<file path="config.mk">
export PLATFORM = sky130hd
export DESIGN_NAME = incremental_pid_motor_drive_top
export DESIGN_NICKNAME = d
export VERILOG_FILES = /design/src/rtl/core/ipmd_pkg.sv /design/src/rtl/core/incremental_pid_motor_drive_top.sv
export SDC_FILE = /design/constraint.sdc
export NUM_CORES = 2
export LEC_CHECK = 0
export BUFFER_PORTS_ARGS = -buffer_cell sky130_fd_sc_hd__buf_2
export CORE_MARGIN = 2
export CORE_UTILIZATION = 65
export DETAILED_ROUTE_END_ITERATION = 12
export PLACE_DENSITY = 0.82
export SYNTH_ARGS = -nofsm -noshare
export SYNTH_HDL_FRONTEND = slang
export SYNTH_SLANG_ARGS = --single-unit
</file>
<file path="constraint.sdc">
create_clock -name aclk -period 15.9 [get_ports aclk]
set_clock_uncertainty 0.2 [all_clocks]
set_input_delay 1.59 -clock aclk [delete_from_list [all_inputs] [get_ports aclk]]
set_output_delay 1.59 -clock aclk [all_outputs]
set_load 0.02 [all_outputs]
</file>
<file path="src/rtl/core/ipmd_pkg.sv">
// ----------------------------------------------------------------------------
// ipmd_pkg
// Shared types, constants and the microcode table of the PID motor drive.
// ----------------------------------------------------------------------------
package ipmd_pkg;

    localparam int GAIN_FRAC  = 8;
    localparam int PWM_OFFSET = 0;

    localparam int ANGLE_W = 16;
    localparam int ERR_W   = ANGLE_W + 1;
    localparam int OPND_W  = ERR_W + 2;
    localparam int GAIN_W  = 16;
    localparam int PROD_W  = OPND_W + GAIN_W + 1;
    localparam int ACC_W   = PROD_W + 2;
    localparam int UW_W    = ACC_W + 1;
    localparam int DUTY_W  = 17;
    localparam int DPROD_W = DUTY_W + 16;
    localparam int CMPW_W  = DPROD_W - 15 + 1;
    localparam int STEP_W  = 4;

    localparam logic [15:0] OFF_VAL = (PWM_OFFSET > 65535) ? 16'hFFFF : 16'(PWM_OFFSET);

    localparam logic signed [ACC_W-1:0] RND_BIAS_POS = (ACC_W'(1) << GAIN_FRAC) >> 1;
    localparam logic signed [ACC_W-1:0] RND_BIAS_NEG =
        (RND_BIAS_POS == '0) ? '0 : RND_BIAS_POS - ACC_W'(1);

    typedef enum logic [1:0] {
        DRV_STOP = 2'd0,
        DRV_FWD  = 2'd1,
        DRV_REV  = 2'd2,
        DRV_TILT = 2'd3
    } drive_t;

    typedef enum logic [2:0] {
        CFG_SETPOINT    = 3'd0,
        CFG_KP          = 3'd1,
        CFG_KI_TERM     = 3'd2,
        CFG_KD_TERM     = 3'd3,
        CFG_U_MAX       = 3'd4,
        CFG_ANGLE_LIMIT = 3'd5,
        CFG_DEADBAND    = 3'd6,
        CFG_PWM_SPAN    = 3'd7
    } cfg_idx_t;

    typedef enum logic [3:0] {
        UOP_NOP,
        UOP_ERR,
        UOP_LD_D1,
        UOP_MAC_P,
        UOP_LD_S,
        UOP_MAC_I,
        UOP_LD_DD,
        UOP_MAC_D,
        UOP_RND,
        UOP_ADD,
        UOP_SAT,
        UOP_DUTY,
        UOP_MULD,
        UOP_EMIT,
        UOP_CLR
    } uop_t;

    typedef enum logic [1:0] {
        JMP_NONE,
        JMP_IF_CLEAR,
        JMP_END
    } jmp_t;

    typedef struct packed {
        uop_t              uop;
        jmp_t              jmp;
        logic [STEP_W-1:0] target;
    } ctrl_word_t;

    localparam logic [STEP_W-1:0] STEP_CLR = STEP_W'(13);

    function automatic ctrl_word_t ucode_rom(input logic [STEP_W-1:0] step);
        ctrl_word_t cw;
        cw = '{uop: UOP_NOP, jmp: JMP_END, target: '0};
        case (step)
            4'd0:    cw = '{uop: UOP_ERR,   jmp: JMP_IF_CLEAR, target: STEP_CLR};
            4'd1:    cw = '{uop: UOP_LD_D1, jmp: JMP_NONE, target: '0};
            4'd2:    cw = '{uop: UOP_MAC_P, jmp: JMP_NONE, target: '0};
            4'd3:    cw = '{uop: UOP_LD_S,  jmp: JMP_NONE, target: '0};
            4'd4:    cw = '{uop: UOP_MAC_I, jmp: JMP_NONE, target: '0};
            4'd5:    cw = '{uop: UOP_LD_DD, jmp: JMP_NONE, target: '0};
            4'd6:    cw = '{uop: UOP_MAC_D, jmp: JMP_NONE, target: '0};
            4'd7:    cw = '{uop: UOP_RND,   jmp: JMP_NONE, target: '0};
            4'd8:    cw = '{uop: UOP_ADD,   jmp: JMP_NONE, target: '0};
            4'd9:    cw = '{uop: UOP_SAT,   jmp: JMP_NONE, target: '0};
            4'd10:   cw = '{uop: UOP_DUTY,  jmp: JMP_NONE, target: '0};
            4'd11:   cw = '{uop: UOP_MULD,  jmp: JMP_NONE, target: '0};
            4'd12:   cw = '{uop: UOP_EMIT,  jmp: JMP_END,  target: '0};
            4'd13:   cw = '{uop: UOP_CLR,   jmp: JMP_END,  target: '0};
            default: cw = '{uop: UOP_NOP,   jmp: JMP_END,  target: '0};
        endcase
        return cw;
    endfunction

endpackage

</file>
<file path="src/rtl/core/incremental_pid_motor_drive_top.sv">
// ----------------------------------------------------------------------------
// incremental_pid_motor_drive_top
// Velocity-form PID balance controller with saturation and PWM drive mapping.
// ----------------------------------------------------------------------------
// channel  direction  handshake            payload
// s_       in         s_tvalid/s_tready    tuser: op; tdata: angle
// m_       out        m_tvalid/m_tready    tuser: drive; tdata: control_out,
//                                          compare_first, compare_second
// cfg_     in         cfg_valid/cfg_ready  cfg_index, cfg_data
//
// A sample runs ROM steps ERR, LD_D1, MAC_P, LD_S, MAC_I, LD_DD, MAC_D, RND, ADD,
// SAT, DUTY, MULD and EMIT, a clear op ERR and CLR; the gains share one multiplier.
// s_tready is high whenever the sequencer is free, also while a result waits.
// The final step holds while the output register is still full and stalled.
// Reset loads register defaults and zeroes the history; no clearing pass.
// ----------------------------------------------------------------------------
module incremental_pid_motor_drive_top
    import ipmd_pkg::*;
(
    input  logic        aclk,
    input  logic        aresetn,
    input  logic        s_tvalid,
    output logic        s_tready,
    input  logic [15:0] s_tdata,    // [15:0] angle
    input  logic [0:0]  s_tuser,    // [0] op
    output logic        m_tvalid,
    input  logic        m_tready,
    output logic [47:0] m_tdata,    // [15:0] control_out, [31:16] compare_first,
                                    // [47:32] compare_second
    output logic [1:0]  m_tuser,    // [1:0] drive
    input  logic        cfg_valid,
    output logic        cfg_ready,
    input  logic [2:0]  cfg_index,
    input  logic [15:0] cfg_data
);

    logic signed [15:0] setpoint_reg, setpoint_next;
    logic [15:0]        kp_reg, kp_next;
    logic [15:0]        ki_reg, ki_next;
    logic [15:0]        kd_reg, kd_next;
    logic [15:0]        umax_reg, umax_next;
    logic [14:0]        alim_reg, alim_next;
    logic [14:0]        dband_reg, dband_next;
    logic [15:0]        span_reg, span_next;

    logic signed [ERR_W-1:0] e1_reg, e1_next;
    logic signed [ERR_W-1:0] e2_reg, e2_next;
    logic signed [15:0]      ol_reg, ol_next;

    logic                    busy_reg, busy_next;
    logic [STEP_W-1:0]       step_reg, step_next;
    logic                    op_reg, op_next;
    logic signed [15:0]      angle_reg, angle_next;
    logic signed [ERR_W-1:0] e_reg, e_next;
    logic signed [OPND_W-1:0] opnd_reg, opnd_next;
    logic signed [ACC_W-1:0] acc_reg, acc_next;
    logic signed [UW_W-1:0]  uw_reg, uw_next;
    drive_t                  drv_reg, drv_next;
    logic [DUTY_W-1:0]       duty_reg, duty_next;
    logic [DPROD_W-1:0]      dprod_reg, dprod_next;

    logic                    mvalid_reg, mvalid_next;
    logic [47:0]             mdata_reg, mdata_next;
    logic [1:0]              muser_reg, muser_next;

    ctrl_word_t              cw;
    logic                    stall;
    logic [GAIN_W-1:0]       gain_sel;
    logic signed [PROD_W-1:0] prod;
    logic signed [ACC_W-1:0] rnd_sum;
    logic [15:0]             hi_mag;
    logic [16:0]             lo_mag;
    logic signed [UW_W-1:0]  hi_ext, lo_ext;
    logic signed [15:0]      u_sat;
    logic signed [ERR_W-1:0] angle_ext, alim_pos, alim_neg, db_pos, db_neg;
    logic [CMPW_W-1:0]       cmp_wide;
    logic [15:0]             cmp_val;

    assign s_tready  = !busy_reg;
    assign cfg_ready = 1'b1;
    assign m_tvalid  = mvalid_reg;
    assign m_tdata   = mdata_reg;
    assign m_tuser   = muser_reg;

    assign cw    = ucode_rom(step_reg);
    assign stall = (cw.jmp == JMP_END) && mvalid_reg && !m_tready;

    always_comb begin
        case (cw.uop)
            UOP_MAC_P: gain_sel = kp_reg;
            UOP_MAC_I: gain_sel = ki_reg;
            UOP_MAC_D: gain_sel = kd_reg;
            default:   gain_sel = '0;
        endcase
    end

    assign prod    = $signed({1'b0, gain_sel}) * opnd_reg;
    assign rnd_sum = acc_reg + (acc_reg[ACC_W-1] ? RND_BIAS_NEG : RND_BIAS_POS);

    assign hi_mag = (umax_reg < 16'd32767) ? umax_reg : 16'd32767;
    assign lo_mag = (umax_reg < 16'd32768) ? {1'b0, umax_reg} : 17'd32768;
    assign hi_ext = $signed({{(UW_W-16){1'b0}}, hi_mag});
    assign lo_ext = $signed(UW_W'(0) - {{(UW_W-17){1'b0}}, lo_mag});

    always_comb begin
        if (uw_reg > hi_ext) begin
            u_sat = hi_ext[15:0];
        end else if (uw_reg < lo_ext) begin
            u_sat = lo_ext[15:0];
        end else begin
            u_sat = uw_reg[15:0];
        end
    end

    assign angle_ext = {angle_reg[15], angle_reg};
    assign alim_pos  = $signed({2'b00, alim_reg});
    assign alim_neg  = $signed(ERR_W'(0) - {2'b00, alim_reg});
    assign db_pos    = $signed({2'b00, dband_reg});
    assign db_neg    = $signed(ERR_W'(0) - {2'b00, dband_reg});

    assign cmp_wide = {1'b0, dprod_reg[DPROD_W-1:15]} + CMPW_W'(PWM_OFFSET);
    assign cmp_val  = (cmp_wide > CMPW_W'(16'hFFFF)) ? 16'hFFFF : cmp_wide[15:0];

    always_comb begin
        setpoint_next = setpoint_reg;
        kp_next       = kp_reg;
        ki_next       = ki_reg;
        kd_next       = kd_reg;
        umax_next     = umax_reg;
        alim_next     = alim_reg;
        dband_next    = dband_reg;
        span_next     = span_reg;
        e1_next       = e1_reg;
        e2_next       = e2_reg;
        ol_next       = ol_reg;
        busy_next     = busy_reg;
        step_next     = step_reg;
        op_next       = op_reg;
        angle_next    = angle_reg;
        e_next        = e_reg;
        opnd_next     = opnd_reg;
        acc_next      = acc_reg;
        uw_next       = uw_reg;
        drv_next      = drv_reg;
        duty_next     = duty_reg;
        dprod_next    = dprod_reg;
        mvalid_next   = mvalid_reg && !m_tready;
        mdata_next    = mdata_reg;
        muser_next    = muser_reg;

        if (cfg_valid) begin
            case (cfg_index)
                CFG_SETPOINT:    setpoint_next = $signed(cfg_data);
                CFG_KP:          kp_next       = cfg_data;
                CFG_KI_TERM:     ki_next       = cfg_data;
                CFG_KD_TERM:     kd_next       = cfg_data;
                CFG_U_MAX:       umax_next     = cfg_data;
                CFG_ANGLE_LIMIT: alim_next     = cfg_data[14:0];
                CFG_DEADBAND:    dband_next    = cfg_data[14:0];
                CFG_PWM_SPAN:    span_next     = cfg_data;
                default:         ;
            endcase
        end

        if (!busy_reg) begin
            if (s_tvalid) begin
                busy_next  = 1'b1;
                step_next  = '0;
                op_next    = s_tuser[0];
                angle_next = $signed(s_tdata);
            end
        end else if (!stall) begin
            case (cw.uop)
                UOP_ERR:   e_next = angle_ext - {setpoint_reg[15], setpoint_reg};
                UOP_LD_D1: begin
                    opnd_next = OPND_W'(e_reg) - OPND_W'(e1_reg);
                    acc_next  = '0;
                end
                UOP_LD_S:  opnd_next = OPND_W'(e_reg) + OPND_W'(e1_reg);
                UOP_LD_DD: opnd_next = OPND_W'(e_reg) - (OPND_W'(e1_reg) <<< 1)
                                       + OPND_W'(e2_reg);
                UOP_MAC_P,
                UOP_MAC_I,
                UOP_MAC_D: acc_next = acc_reg + ACC_W'(prod);
                UOP_RND:   acc_next = rnd_sum >>> GAIN_FRAC;
                UOP_ADD:   uw_next = UW_W'(ol_reg) + UW_W'(acc_reg);
                UOP_SAT: begin
                    ol_next = u_sat;
                    e2_next = e1_reg;
                    e1_next = e_reg;
                    if (angle_ext > alim_pos || angle_ext < alim_neg) begin
                        drv_next = DRV_TILT;
                    end else if (e_reg >= db_pos) begin
                        drv_next = DRV_FWD;
                    end else if (e_reg <= db_neg) begin
                        drv_next = DRV_REV;
                    end else begin
                        drv_next = DRV_STOP;
                    end
                end
                UOP_DUTY: begin
                    case (drv_reg)
                        DRV_FWD: duty_next = ol_reg[15] ? '0 : {1'b0, ol_reg};
                        DRV_REV: duty_next = (ol_reg > 16'sd0) ? '0
                                           : DUTY_W'(0) - {ol_reg[15], ol_reg};
                        default: duty_next = '0;
                    endcase
                end
                UOP_MULD: dprod_next = duty_reg * span_reg;
                UOP_EMIT: begin
                    mvalid_next = 1'b1;
                    muser_next  = drv_reg;
                    case (drv_reg)
                        DRV_FWD: mdata_next = {cmp_val, OFF_VAL, ol_reg};
                        DRV_REV: mdata_next = {OFF_VAL, cmp_val, ol_reg};
                        default: mdata_next = {OFF_VAL, OFF_VAL, ol_reg};
                    endcase
                end
                UOP_CLR: begin
                    e1_next     = '0;
                    e2_next     = '0;
                    ol_next     = '0;
                    mvalid_next = 1'b1;
                    muser_next  = DRV_STOP;
                    mdata_next  = {OFF_VAL, OFF_VAL, 16'd0};
                end
                default: ;
            endcase

            case (cw.jmp)
                JMP_IF_CLEAR: step_next = op_reg ? cw.target : step_reg + STEP_W'(1);
                JMP_END:      busy_next = 1'b0;
                default:      step_next = step_reg + STEP_W'(1);
            endcase
        end
    end

    always_ff @(posedge aclk) begin
        if (!aresetn) begin
            setpoint_reg <= '0;
            kp_reg       <= 16'd256;
            ki_reg       <= '0;
            kd_reg       <= '0;
            umax_reg     <= 16'd32768;
            alim_reg     <= 15'd11520;
            dband_reg    <= '0;
            span_reg     <= 16'd1000;
            e1_reg       <= '0;
            e2_reg       <= '0;
            ol_reg       <= '0;
            busy_reg     <= 1'b0;
            step_reg     <= '0;
            mvalid_reg   <= 1'b0;
        end else begin
            setpoint_reg <= setpoint_next;
            kp_reg       <= kp_next;
            ki_reg       <= ki_next;
            kd_reg       <= kd_next;
            umax_reg     <= umax_next;
            alim_reg     <= alim_next;
            dband_reg    <= dband_next;
            span_reg     <= span_next;
            e1_reg       <= e1_next;
            e2_reg       <= e2_next;
            ol_reg       <= ol_next;
            busy_reg     <= busy_next;
            step_reg     <= step_next;
            mvalid_reg   <= mvalid_next;
        end
        op_reg    <= op_next;
        angle_reg <= angle_next;
        e_reg     <= e_next;
        opnd_reg  <= opnd_next;
        acc_reg   <= acc_next;
        uw_reg    <= uw_next;
        drv_reg   <= drv_next;
        duty_reg  <= duty_next;
        dprod_reg <= dprod_next;
        mdata_reg <= mdata_next;
        muser_reg <= muser_next;
    end

endmodule

</file>
Word level (Yosys, flattened, before mapping)
Memory sizes are Yosys's and may differ from the RTL's. A register that Yosys moved wholly into a read port is not among the register bits. Cells that the tools add are included.

Bits in registers: 414. Memory bits (read-only): 144. Input port bits: 41. Output and inout port bits: 53. Logic and storage cells: 149. Memories kept: 1.

Memory list: (no name shown) (depth 16, bits a word 9, read ports 1, clocked after Yosys merged registers in 1, wr ports 0, RTL line ipmd_pkg.sv:81) `case (step)`.

$add $sub $neg: 13. Multipliers: 2. Magnitude comparators: 10. Equal/unequal tests: 27. Muxes and demuxes: 34. Bitwise gates (word level): 2. Reduce and logical (&&, ||, !) cells: 34.

Operators by type and width (number): 48-bit case mux with 2 select lines (2); 38-bit case mux with 3 select lines (1); 17-bit case mux with 2 select lines (3); 16-bit 2-to-1 mux (5); 19-bit case mux with 3 select lines (1); 16-bit case mux with 3 select lines (1); 16-bit by 38-bit adder with 39-bit output (1); 39-bit by 17-bit greater-than comparator with 1-bit output (1); 39-bit by 17-bit < comparator with 1-bit output (1); 38-bit by 36-bit adder with 38-bit output (1); 38-bit by 9-bit adder with 38-bit output (1); 17-bit by 19-bit multiplier with 36-bit output (1); 1-bit by 16-bit subtractor with 17-bit output, first input constant (2); 17-bit by 16-bit multiplier with 33-bit output (1); 16-bit case mux with 2 select lines (1); 1-bit by 15-bit subtractor with 16-bit output, first input constant (2); 3-bit AND reduction (10); 4-bit == test, second input constant (7); 4-bit 2-to-1 mux (6); 19-bit by 17-bit adder with 19-bit output (1); 17-bit by 18-bit subtractor with 19-bit output (1); 17-bit by 17-bit adder with 18-bit output (1); 18-bit by 16-bit greater-than comparator with 1-bit output, second input constant (1); 2-bit AND reduction (9); other kinds (35) (61).

Logic depth before layout (Yosys ltp)
Depth after elaboration: 7. Mapped depth: 31. Mapped depth without buffers: 28.

Least setup slack after synthesis
OpenSTA, ideal clock, no wires.

Kind: register to register. Start: register cw[7] (netlist name). End: register acc_reg[37] (data pin). Setup time: 0.275 ns. Arrival: 7.447 ns. Required time: 15.425 ns. Slack: 7.978 ns. Stages on the path, launching flop included: 28. Path buffers: 2. Clock period less this slack: 7.922 ns. Path through: dfxtp_1 clkbuf_1 nand2_1 nor3_1 clkbuf_1 a22oi_1 nand2_1 nand2_1 fa_1 inv_1 fa_1 inv_1 fa_1 fa_1 fa_1 fa_1 inv_1 ha_1 a21oi_1 o21bai_1 a21o_1 nor4_1 nand2_1 a211oi_1 o21ai_1 a31oi_1 xnor2_1 o21ai_1.

Longest elaborated chain between the ends: 5. Elaborated cells between the ends (all ways): 10. Those cells by class: add/sub: 1; mul: 1; eq/ne: 5; mux: 2; reduce/logical: 1.

Ends and longest elaborated chain: 4-bit by 3-bit == test with 1-bit output or 4-bit by 2-bit == test with 1-bit output (tied branches) (RTL line incremental_pid_motor_drive_top.sv:89, incremental_pid_motor_drive_top.sv:173); 16-bit case mux with 3 select lines (RTL line incremental_pid_motor_drive_top.sv:89) `case (cw.uop)`; 17-bit by 19-bit multiplier with 36-bit output (RTL line incremental_pid_motor_drive_top.sv:97) `assign prod = $signed({1'b0, gain_sel}) * opnd_reg;`; 38-bit by 36-bit adder with 38-bit output (RTL line incremental_pid_motor_drive_top.sv:184) `UOP_MAC_D: acc_next = acc_reg + ACC_W'(prod);`; 38-bit case mux with 3 select lines * (RTL line incremental_pid_motor_drive_top.sv:173) `case (cw.uop)`; end signal: assignment (RTL line incremental_pid_motor_drive_top.sv:274) `acc_reg <= acc_next;`; end: declaration (RTL line incremental_pid_motor_drive_top.sv:56) `logic signed [ACC_W-1:0] acc_reg, acc_next;`.

Mark *: on every way between the ends. The rest lies on a longest branch, timed or not. A chain may end at the register's enable or synchronous reset.

Final worst setup path
Start: register cw[8] (netlist name). End: register acc_reg[37] (data pin).

Longest elaborated chain between the ends: 5. Elaborated cells between the ends (all ways): 10. Those cells by class: add/sub: 1; mul: 1; eq/ne: 5; mux: 2; reduce/logical: 1.

Ends and longest elaborated chain (RTL line): 4-bit by 3-bit == test with 1-bit output or 4-bit by 2-bit == test with 1-bit output (tied branches) (incremental_pid_motor_drive_top.sv:89, incremental_pid_motor_drive_top.sv:173); 16-bit case mux with 3 select lines (incremental_pid_motor_drive_top.sv:89); 17-bit by 19-bit multiplier with 36-bit output (incremental_pid_motor_drive_top.sv:97); 38-bit by 36-bit adder with 38-bit output (incremental_pid_motor_drive_top.sv:184); 38-bit case mux with 3 select lines * (incremental_pid_motor_drive_top.sv:173).

Marks and branches as above.

==> impl_metrics.ini <==
[run_status]
status = complete, no violations

[worst_hold_path]
hold_path_depth = 2
hp-class = reg2reg

[cts]
cts.htree.levels = 2
clockBufferDepth = 3
postCtsHoldBufs = 0
cts_buffers = 47
cts.sinks = 405
clkTransAtPathRegs_ps = 60
clk_latency_ps = 620
cts_resized = 0
cts_tree = done
postCtsSetupBuffers = 0
clockRootBuffer = clkbuf_16

[floorplanning]
die_x_um = 269
rows = 97
die_h_um = 269
start_util = 0.654
core_area_um2 = 69700
dieArea_um2 = 72200
io_pins = 94

[pwr]
clkPwrFrac = 0.310
power.density_nw_per_um2 = 77.7
internal_power_uw = 2450
power.leakage_uw = 0.0200
netSwitchingFraction = 0.349
p_seq_frac = 0.324
p_sw_uw = 1310
irDropWorstVdd_uv = 115
power.total_uw = 3760
p_comb_frac = 0.366

[logic_synthesis]
synth_seq_area_share = 0.226
synth-seq-cells = 405
netlist_area_um2 = 45600
ys.flop_type = edfxtp_1
ys_types = 92
yosysWarnings = 0
syn_inst = 5027
synth_edf_count = 217
syn_avg_cell_area_um2 = 9.07
synthArstFlopShare = 0

[route]
drtIter0Drc = 3090
drt_pass1_iterations = 6
ant_nets = 0
via_count = 35980
routedWlPerCell_um = 19.3
routed_via_density = 6.02
routed_wl_mm = 115
drc = 0

[place]
hpwl_mm = 88.7
place_ws_ps = 6670
globalplace.congestion = 0.945
port-buffer-count = 92
dpl.cell_count = 5885

[global_route]
grtUsageTotal = 0.327
grt_max_degree = 81
antenna_found_initial = 1
overflow = 0
grt_pass1_vias = 36157
grt_pass1_wl_mm = 187

[critical_path]
crit_fanout = 49
critical_path_required_ps = 16010
cp.arrival_ps = 9480
r2r-end = acc_reg[37]$_SDFFCE_PP0P_
crit_end = acc_reg[37]$_SDFFCE_PP0P_
critPathLaunch = cw[8]$_DFF_P_
crit_path_start_kind = flip-flop
r2r_slack_ps = 6530
ff2ff_path_depth = 26
critPathKind = reg2reg
end_kind = flip-flop
r2r_start = cw[8]$_DFF_P_

[sta]
fin_ws_ps = 6530
fin_crit_sh = 0.589
finalSetupViolCount = 0
relSlewSlack = 0.145
report.final.slew_viol_count = 0
final_hold_viol_count = 0
rsz0062_at_grt = no
post-route-min-period_ps = 9370
max_slew.worst_pin.slew_ps = 1280
fmax_ghz = 0.107
fin_setup_tns_ps = 0
timing.hold.ws_ps = 255

[flow_run]
cap_violations = 0

[layout]
final_cell_mix = nand2_1 (805), inv_1 (698), fa_1 (593), ha_1 (436), a21oi_1 (320)
layout_commonest_cell = nand2_1
drive_above_1_share = 0.0497
fin_cells = 5974
largest_register_ffs = 48
synthToLayoutAreaGrowth_pct = 6.10
nets = 6064
[layout make-up]
cell class                 count  area, um2
timing repair buffer         123        693
fill                        5226      21300
inverter                     701       2630
clock buffer                  69       1400
multi-input combinational   3716      31900
antenna                        1       2.50
tap                          940       1180
sequential                   405      10300
clock inverter                19        258
[kinds of logic (layout without fill, tap and decap cells)]
logic type,Yosys count,count (layout),synth area share
DFF,405,405,0.226
buffers and inverters,907,912,0.0758
AOI/OAI and AO/OA,826,826,0.114
and+or+nand+nor,1678,1678,0.169
adders and majority gates,1029,1029,0.380
xor gates and xnor gates,173,173,0.0332
muxes,8,8,0.00187
other,1,3,0.0000823
[synth_stat cells, types with 8 or more instances]
cell        n  area share
o31ai_1     8      0.0013
nor2_1    270       0.022
a21oi_1   321       0.035
inv_1     699       0.058
o21ai_1    37      0.0041
fa_1      593        0.26
and3_1     22      0.0030
xor2_1     57       0.011
a221oi_1   11      0.0021
clkbuf_2   11      0.0012
o21ai_0    92       0.010
o21a_1     36      0.0059
nor3b_1    13      0.0021
or3_1      14      0.0019
nor3_1     99       0.011
nand2b_1   44      0.0060
o21bai_1   20      0.0033
ha_1      436        0.12
dfxtp_1   188       0.083
or2_2       9      0.0012
a31o_2      9      0.0017
a21o_1     71       0.012
clkbuf_1  178       0.015
xnor2_1   116       0.022
nor4_1     30      0.0041
nand2_1   805       0.066
a22oi_1    18      0.0030
buf_1       8     0.00066
nand4_1    33      0.0045
a211oi_1   22      0.0036
a31oi_1    22      0.0030
o22ai_1    57      0.0078
nor2b_1    82       0.011
and2_1    165       0.023
o211ai_1   12      0.0020
edfxtp_1  217        0.14
nand3_1    59      0.0065
[worst min path at each step]
stage	from	to	slack [ps]
final	kd_reg[4]$_SDFFE_PN0P_	kd_reg[4]$_SDFFE_PN0P_	260
after global routing	kp_reg[10]$_SDFFE_PN0P_	kp_reg[10]$_SDFFE_PN0P_	280
after detailed placement	kd_reg[15]$_SDFFE_PN0P_	kd_reg[15]$_SDFFE_PN0P_	250
after CTS	kd_reg[4]$_SDFFE_PN0P_	kd_reg[4]$_SDFFE_PN0P_	260
after global placement	kd_reg[0]$_SDFFE_PN0P_	kd_reg[0]$_SDFFE_PN0P_	240
after floorplan	kd_reg[14]$_SDFFE_PN0P_	kd_reg[14]$_SDFFE_PN0P_	240
[layer usage]
layer	wire length (um)	vias up	GRT usage
met5	0	-	0
met4	5200	0	0.142
met3	11100	349	0.0595
met2	54000	1719	0.537
met1	44900	17477	0.427
li1	-	16435	-
[metrics by stage]
step                       util  instance area (um2)
after global placement    0.670                46700
final                     0.694                48400
after floorplan               -                45600
after global routing      0.694                48400
after detailed placement  0.670                46700
after CTS                 0.694                48400
[power by group through the flow]
stage,Sequential [uW],Combinational [uW],Clock (uW)
CTS,1210,1380,1170
global route,1220,1580,1210
finish,1220,1380,1170
detailed placement,1240,1360,0
global placement,1230,1290,0
floorplan,1210,1060,0
[worst max-delay path, stage by stage (launching register included)]
cell and delay, ps:
dfxtp_2 980, nand2b_1 320, nor2_1 170, buf_4 240, a22oi_1 90, nand2_1 490, nand2_1 260, fa_1 750
inv_1 150, fa_1 880, inv_1 180, fa_1 480, fa_1 570, fa_1 450, fa_1 540, inv_1 40
ha_1 380, a21oi_1 180, o21bai_1 80, a21o_1 230, nor4_1 330, nand2_1 90, a211oi_1 390, o21ai_1 130
a31oi_1 230, xnor2_1 140, o21ai_1 70
(Power assumes the default switching activity.)
